**config.mk**
```make
export PLATFORM = sky130hd
export DESIGN_NAME = bols_ctl
export DESIGN_NICKNAME = d
export VERILOG_FILES = /design/src/design/bounded_ordered_list_store_unit_defines.svh /design/src/design/bols_pkg.sv /design/src/design/bols_ctl.sv
export SDC_FILE = /design/constraint.sdc
export NUM_CORES = 1
export LEC_CHECK = 0
export BUFFER_PORTS_ARGS = -buffer_cell sky130_fd_sc_hd__buf_2
export CORE_AREA = 2 2 39 41
export DETAILED_ROUTE_END_ITERATION = 7
export DIE_AREA = 0 0 41 43
export GPL_ROUTABILITY_DRIVEN = 0
export SYNTH_ARGS = -nofsm -noshare
export SYNTH_HDL_FRONTEND = slang
export SYNTH_SLANG_ARGS = --single-unit
```
**constraint.sdc**
```tcl
create_clock -name i_clk -period 1 [get_ports i_clk]
set_input_delay 0.2 -clock i_clk [delete_from_list [all_inputs] [get_ports i_clk]]
set_output_delay 0.2 -clock i_clk [all_outputs]
set_load 0.01 [all_outputs]
```
**src/design/bounded_ordered_list_store_unit_defines.svh**
```systemverilog
// assertion helpers for the ordered list store
`ifndef BOUNDED_ORDERED_LIST_STORE_UNIT_DEFINES_SVH
`define BOUNDED_ORDERED_LIST_STORE_UNIT_DEFINES_SVH

// same-cycle implication, disabled while reset is low
`define BOLS_ASSERT_NOW(label, clk, rst_n, ante, cons, msg) \
    label: assert property (@(posedge clk) disable iff (!(rst_n)) (ante) |-> (cons)) \
        else $error(msg);

// next-cycle implication, disabled while reset is low
`define BOLS_ASSERT_NEXT(label, clk, rst_n, ante, cons, msg) \
    label: assert property (@(posedge clk) disable iff (!(rst_n)) (ante) |=> (cons)) \
        else $error(msg);

`endif

```
**src/design/bols_pkg.sv**
```systemverilog
`default_nettype none
package bols_pkg;

    localparam int CMD_W = 3;
    localparam int VAL_W = 32;
    localparam int ST_W  = 2;
    localparam int LEN_W = 7;

    typedef logic [CMD_W-1:0]        t_cmd;
    typedef logic signed [VAL_W-1:0] t_val;
    typedef logic [ST_W-1:0]         t_status;
    typedef logic [LEN_W-1:0]        t_len;

    // command codes
    localparam t_cmd CMD_INS_FRONT = 3'd0;
    localparam t_cmd CMD_INS_BACK  = 3'd1;
    localparam t_cmd CMD_SEARCH    = 3'd2;
    localparam t_cmd CMD_DELETE    = 3'd3;
    localparam t_cmd CMD_CLEAR     = 3'd4;

    // status codes
    localparam t_status ST_OK        = 2'd0;
    localparam t_status ST_FULL      = 2'd1;
    localparam t_status ST_EMPTY     = 2'd2;
    localparam t_status ST_NOT_FOUND = 2'd3;

    // controller to datapath strobes
    typedef struct packed {
        logic capture;
        logic exec;
        logic report;
    } t_dp_cmd;

    // datapath occupancy flags
    typedef struct packed {
        logic full;
        logic empty;
    } t_dp_sts;

endpackage
`default_nettype wire

```
**src/design/bols_ctl.sv**
```systemverilog
`default_nettype none
module bols_ctl (
    input  wire logic              i_clk,
    input  wire logic              i_rst_n,
    input  wire logic              i_in_valid,
    output logic                   o_in_ready,
    output logic                   o_out_valid,
    input  wire logic              i_out_ready,
    output bols_pkg::t_dp_cmd      o_cmd
);

    localparam logic S_IDLE = 1'b0;
    localparam logic S_EXEC = 1'b1;

    logic r_state, n_state;
    logic r_pend, n_pend;
    logic r_ovld, n_ovld;
    logic slot_free;
    logic accept;
    logic report;

    // output slot is free when empty or being drained this cycle
    assign slot_free  = !r_ovld || i_out_ready;
    assign o_in_ready = (r_state == S_IDLE) && (!r_pend || slot_free);
    assign accept     = i_in_valid && o_in_ready;
    assign report     = (r_state == S_IDLE) && r_pend && slot_free;

    always_comb begin
        n_state = r_state;
        case (r_state)
            S_IDLE: begin
                if (accept) begin
                    n_state = S_EXEC;
                end
            end
            S_EXEC: begin
                n_state = S_IDLE;
            end
            default: begin
                n_state = S_IDLE;
            end
        endcase
    end

    always_comb begin
        n_pend = r_pend;
        if (r_state == S_EXEC) begin
            n_pend = 1'b1;
        end else if (report) begin
            n_pend = 1'b0;
        end
    end

    always_comb begin
        n_ovld = r_ovld;
        if (report) begin
            n_ovld = 1'b1;
        end else if (i_out_ready) begin
            n_ovld = 1'b0;
        end
    end

    always_ff @(posedge i_clk) begin
        if (!i_rst_n) begin
            r_state <= S_IDLE;
            r_pend  <= 1'b0;
            r_ovld  <= 1'b0;
        end else begin
            r_state <= n_state;
            r_pend  <= n_pend;
            r_ovld  <= n_ovld;
        end
    end

    assign o_out_valid   = r_ovld;
    assign o_cmd.capture = accept;
    assign o_cmd.exec    = (r_state == S_EXEC);
    assign o_cmd.report  = report;

endmodule
`default_nettype wire

```
==> results.ini, run 1 <==
[clocking]
cts_buffer_depth=2
cts_hold_buffers=0
h-tree-depth=1
clkLatencyLatePin_ns=0.23
cts_root_buf=clkbuf_4
clkTransAtPathRegs_ns=0.04
cts.sinks=3
cts_buffers=3
cts_tree=done

[pwr]
ir_drop_v=0.000260
comb_power_share=0.146
fin_total_pwr_uw=394
power.density_mw_per_mm2=1400
intPower_uw=307
seq_power_share=0.331
p_leak_uw=0.000132
p_switching_uw=86.4
power.share.clock=0.524
swShare=0.220

[sta]
setup_viol=3
final_max_slew_viol_count=0
min_period_over_period=1.17
fin_skew_ns=0.00202
worst_pin_slew_ns=0.152
finalWorstSetupSlack_ns=-0.174
fmax_mhz=852
relSlewSlack=0.898
fin_tns_setup_ns=-0.453
finalHoldViolations=0
grt_setup_unrepaired=true
min_period_ns=1.17
whs_ns=0.218

[global_routing]
gr-total-overflow=0
grt_pass1_wl_um=476
grt_pass1_vias=149
track_usage=0.0511
grt_max_degree=7
antenna_found_initial=0

[floorplan]
core_area_sq_mm=0.00138
dieWidth_um=41
initial_utilization=0.126
rows=14
die_area_sq_mm=0.00176
die_h_um=43
io-pin-count=9

[setup_path]
r2r-start=r_state$_SDFF_PP0_
critPathMaxFanout=5
crit_type=flop to output pin
required_ns=0.80
cp.arrival_ns=0.97
crit_start=r_state$_SDFF_PP0_
start_kind=flop
cp-end-kind=output pin

[routing]
ant_nets=0
vias=157
wl_um=350
first_pass_iters=1
post_drt_wl_per_cell_um=7.61
drt_iter0_markers=0
vias_per_cell=3.41
drcViolationCount=0

[synth]
syn_nets=21
yosys.area.top_type_share=0.345
synth_compound_area_frac=0.223
synth_edf_count=0
ys_seq_area_frac=0.345
synthAdderAreaFrac=0
synth_area_sq_um=174
synth_top_family_by_area=simple AND/OR/NAND/NOR gates
yosysWarnings=0
muxShareOfSynthArea=0
synth-simple-area-share=0.281
ys_types=12
synth_xor_area_frac=0
synth_top_area_cell=dfxtp_1
syn-instance-count=17
synth_area_leaders=dfxtp_1 (35%), buf_4 (13%), nand2b_4 (7.9%), nor2b_4 (7.9%), a211oi_2 (7.2%)
ys_ff_latch=3
synth_top_flop_cell=dfxtp_1
async_flop_share=0
synth_common_cells=buf_4 (3), dfxtp_1 (3), a21oi_1 (2)
syn_area_per_cell_sq_um=10.2

[placed_design]
io_buffers=8
dp.cells=39

[outcome]
status=complete, but fails checks
violations=negative setup slack

[min_path]
min_path_type=input port to flop
hp-start=i_rst_n

[finish]
postLayoutCoreUtil=0.203
final_cells=46
diodes=0
drive_gt1_frac=0.733
num-nets-final=35
syn_to_final_growth_pct=61.2

[job]
maxCapViolations=0

[layer usage]
metal,GRT usage,vias up,part of all wire
met5,0,-,0
met4,0.0800,0,0
met2,0.0656,6,0.55
met1,0.0287,71,0.31
li1,-,80,-
met3,0.0471,0,0.13
[power groups by stage]
stage	combinational (uW)	sequential, uW	clock (uW)
3_5_place_dp	49.2	132	0
4_1_cts	51.4	131	219
3_3_place_gp	48.3	132	0
2_1_floorplan	33.2	133	0
5_1_grt	61.8	131	222
6_report	57.3	130	206
[area by class of cell]
cell class | instances | area, sq um
sequential | 3 | 65.1
timing repair buffer | 12 | 70.1
fill | 155 | 1100
multi-input combinational | 10 | 95.1
tap | 16 | 20.0
clock buffer | 4 | 26.3
inverter | 1 | 3.75
[layout by cell type (no fill, tap or decap)]
cell and count:
a21oi_1 2, dfxtp_4 1, buf_4 4, a22o_1 1, nor2b_4 2, nor2b_2 1
inv_1 1, and2_1 1, dfxtp_2 1, a211oi_2 1, buf_2 8, o21a_1 1
nand2b_4 1, clkbuf_4 3, dfxtp_1 1, clkbuf_1 1
[kinds of logic after synthesis]
kind of cell           after synthesis
AND/OR/NAND/NOR                      5
AO/OA/AOI/OAI                        5
buffers and inverters                4
flip-flops                           3
[final timing paths]
| check | cells past startpoint | endpoint | slack [ns] |
|---|---|---|---|
| hold / removal | 3 | r_state$_SDFF_PP0_ | 0.22 |
| setup reg to reg | 3 | r_state$_SDFF_PP0_ | 0.13 |
| hold reg to reg | 2 | r_state$_SDFF_PP0_ | 0.53 |
| setup / recovery | 3 | o_cmd[2] | -0.17 |
[flip-flops by register name, summed over array words and instances, names as in the netlist]
signal,cells
r_state,1
r_pend,1
o_out_valid,1
[critical path: stages (launching register included)]
cell and delay [ns]:
dfxtp_4 0.35, nand2b_4 0.14, a21oi_1 0.11, buf_2 0.14
[timing repair]
| item | in CTS | in global routing |
|---|---|---|
| pin swaps | 2 | 0 |
| gates cloned | 0 | 0 |
| setup endpoints to repair | 3 | 3 |
| hold endpoints to repair | 0 | 0 |
| gates resized for setup | 2 | 3 |
| setup buffers | 1 | 2 |
[stage by stage]
step | worst slack [ns] | cell area (sq um)
after floorplan | 0.0253 | 174
after global placement | 0.0634 | 219
after detailed placement | 0.0677 | 219
after CTS | -0.168 | 255
after global routing | -0.196 | 280
final | -0.174 | 280
Power figures use the tool's default switching activity.
==> run 2: changes to the inputs <==
BUFFER_PORTS_ARGS = not set   (was -buffer_cell sky130_fd_sc_hd__buf_2)
DONT_BUFFER_PORTS = 1   (was not set)
GPL_ROUTABILITY_DRIVEN = not set   (was 0)
==> run 2 against run 1 <==
  * The run still ends with negative setup slack left
  * Die area unchanged
  * Clock skew increased by 0.0023 ns
  * Non-clock buffer count fell by 6
  * Core utilization is 0.45 points lower
  * Worst setup slack better by 0.091 ns
  * Combinational power down 17%
  * Register-to-register slack worse by 0.13 ns
  * Critical endpoint is now o_in_ready
  * Largest power group unchanged
==> results.ini, run 2 (same netlist as run 1, synthesis figures left out) <==
[clocking]
cts.sinks=3
cts_tree=done
clkLatencyLatePin_ns=0.23
h-tree-depth=1
cts_buffer_depth=2
cts_buffers=3
cts_root_buf=clkbuf_4
clkTransAtPathRegs_ns=0.04

[placed_design]
hpwl_um=258
dp.cells=33
io_buffers=0
place.gp.congestion=0.439

[routing]
ant_nets=0
post_drt_wl_per_cell_um=10.1
vias_per_cell=3.55
met1_length_um=137
drt_iter0_markers=1
wl_met2_um=220
first_pass_iters=2
wl_um=402
drcViolationCount=0
top_layer=met3
wl_met3_um=44
vias=142

[setup_path]
cp-end-kind=output pin
required_ns=0.80
reg2regPathDepth=4
rr_endpoint=r_pend$_SDFFE_PN0P_
critPathMaxFanout=4
start_kind=flop
rrSetupSlack_ns=0
cp.arrival_ns=0.88
r2r-start=o_out_valid$_SDFFE_PN0P_
crit_type=flop to output pin

[floorplan]
initial_utilization=0.126
core_area_sq_mm=0.00138
die_area_sq_mm=0.00176
dieWidth_um=41
io-pin-count=9
die_h_um=43
rows=14

[global_routing]
grt_pass1_vias=157
gr-total-overflow=0
grt_pass1_wl_um=552
antenna_found_initial=0
grt_max_degree=6
track_usage=0.0551

[finish]
num-nets-final=29
final_common_cell=buf_4
drive_gt1_frac=0.792
final_cells=40
fill_cells=158
diodes=0
postLayoutCoreUtil=0.198
layout_common_cells=buf_4 (6), nor2b_4 (3), clkbuf_4 (3), dfxtp_2 (3)
syn_to_final_growth_pct=57.6

[sta]
finalHoldViolations=0
finalWorstSetupSlack_ns=-0.0828
grt_setup_unrepaired=true
final_max_slew_viol_count=0
fin_skew_ns=0.00434
relSlewSlack=0.871
min_period_ns=1.08
min_period_over_period=1.08
worst_pin_slew_ns=0.193
setup_viol=4
fmax_mhz=924

[outcome]
status=complete, but fails checks
violations=negative setup slack

[pwr]
ir_drop_v=0.000170
power.density_mw_per_mm2=1440
p_leak_uw=0.000111

[min_path]
hp-start=i_rst_n
hold_path_depth=1
holdPathEnd=o_out_valid$_SDFFE_PN0P_
min_path_type=input port to flop

[job]
maxCapViolations=0

run 2: worst max-delay path by stage:
stage                                        start  slack, ns    endpoint
after floorplan           o_out_valid$_SDFFE_PN0P_       0.03    o_cmd[2]
after global placement          r_state$_SDFF_PP0_       0.08    o_cmd[2]
after detailed placement        r_state$_SDFF_PP0_       0.07    o_cmd[2]
after CTS                 o_out_valid$_SDFFE_PN0P_      -0.12  o_in_ready
after global routing      o_out_valid$_SDFFE_PN0P_      -0.14  o_in_ready
final                     o_out_valid$_SDFFE_PN0P_      -0.08  o_in_ready
run 2: routing by layer:
metal	global-route usage	up-vias
met5	0	-
met4	0.0600	0
met3	0.0471	0
met2	0.0813	6
met1	0.0350	68
li1	-	68
run 2: through the flow:
| stage | power, uW | hold WS, ns | worst slack [ns] | setup TNS (ns) | area, sq um |
|---|---|---|---|---|---|
| after floorplan | 166 | 0.318 | 0.0253 | 0 | 174 |
| after global placement | 167 | 0.320 | 0.0842 | 0 | 194 |
| after detailed placement | 169 | 0.327 | 0.0711 | 0 | 194 |
| after CTS | 406 | 0.0737 | -0.118 | -0.308 | 260 |
| after global routing | 423 | 0.0834 | -0.139 | -0.424 | 274 |
| final | 395 | 0.0849 | -0.0828 | -0.212 | 274 |
run 2: critical path, cell delays in order (launching register included):
cell	delay, ns
dfxtp_2	0.32
nor2b_4	0.23
a21oi_2	0.10
run 2: what timing repair did:
item                       CTS  global route
pin swaps                    2             2
setup endpoints to repair    4             3
setup buffers                2             1
hold buffers                 0             0
gates resized for setup      7             2
gates cloned                 0             0
run 2: layout make-up:
| type | instances | area [sq um] | area share |
|---|---|---|---|
| multi-input combinational | 10 | 115 | 0.420 |
| tap | 16 | 20.0 | 0.0731 |
| sequential | 3 | 63.8 | 0.233 |
| timing repair buffer | 6 | 45.0 | 0.164 |
| clock buffer | 4 | 26.3 | 0.0959 |
| inverter | 1 | 3.75 | 0.0137 |
run 2: power breakdown:
| group | switching [uW] | internal [uW] |
|---|---|---|
| combinational | 20.9 | 26.9 |
| clock | 64.7 | 150 |
| sequential | 6.00 | 127 |
| total | 91.6 | 303 |
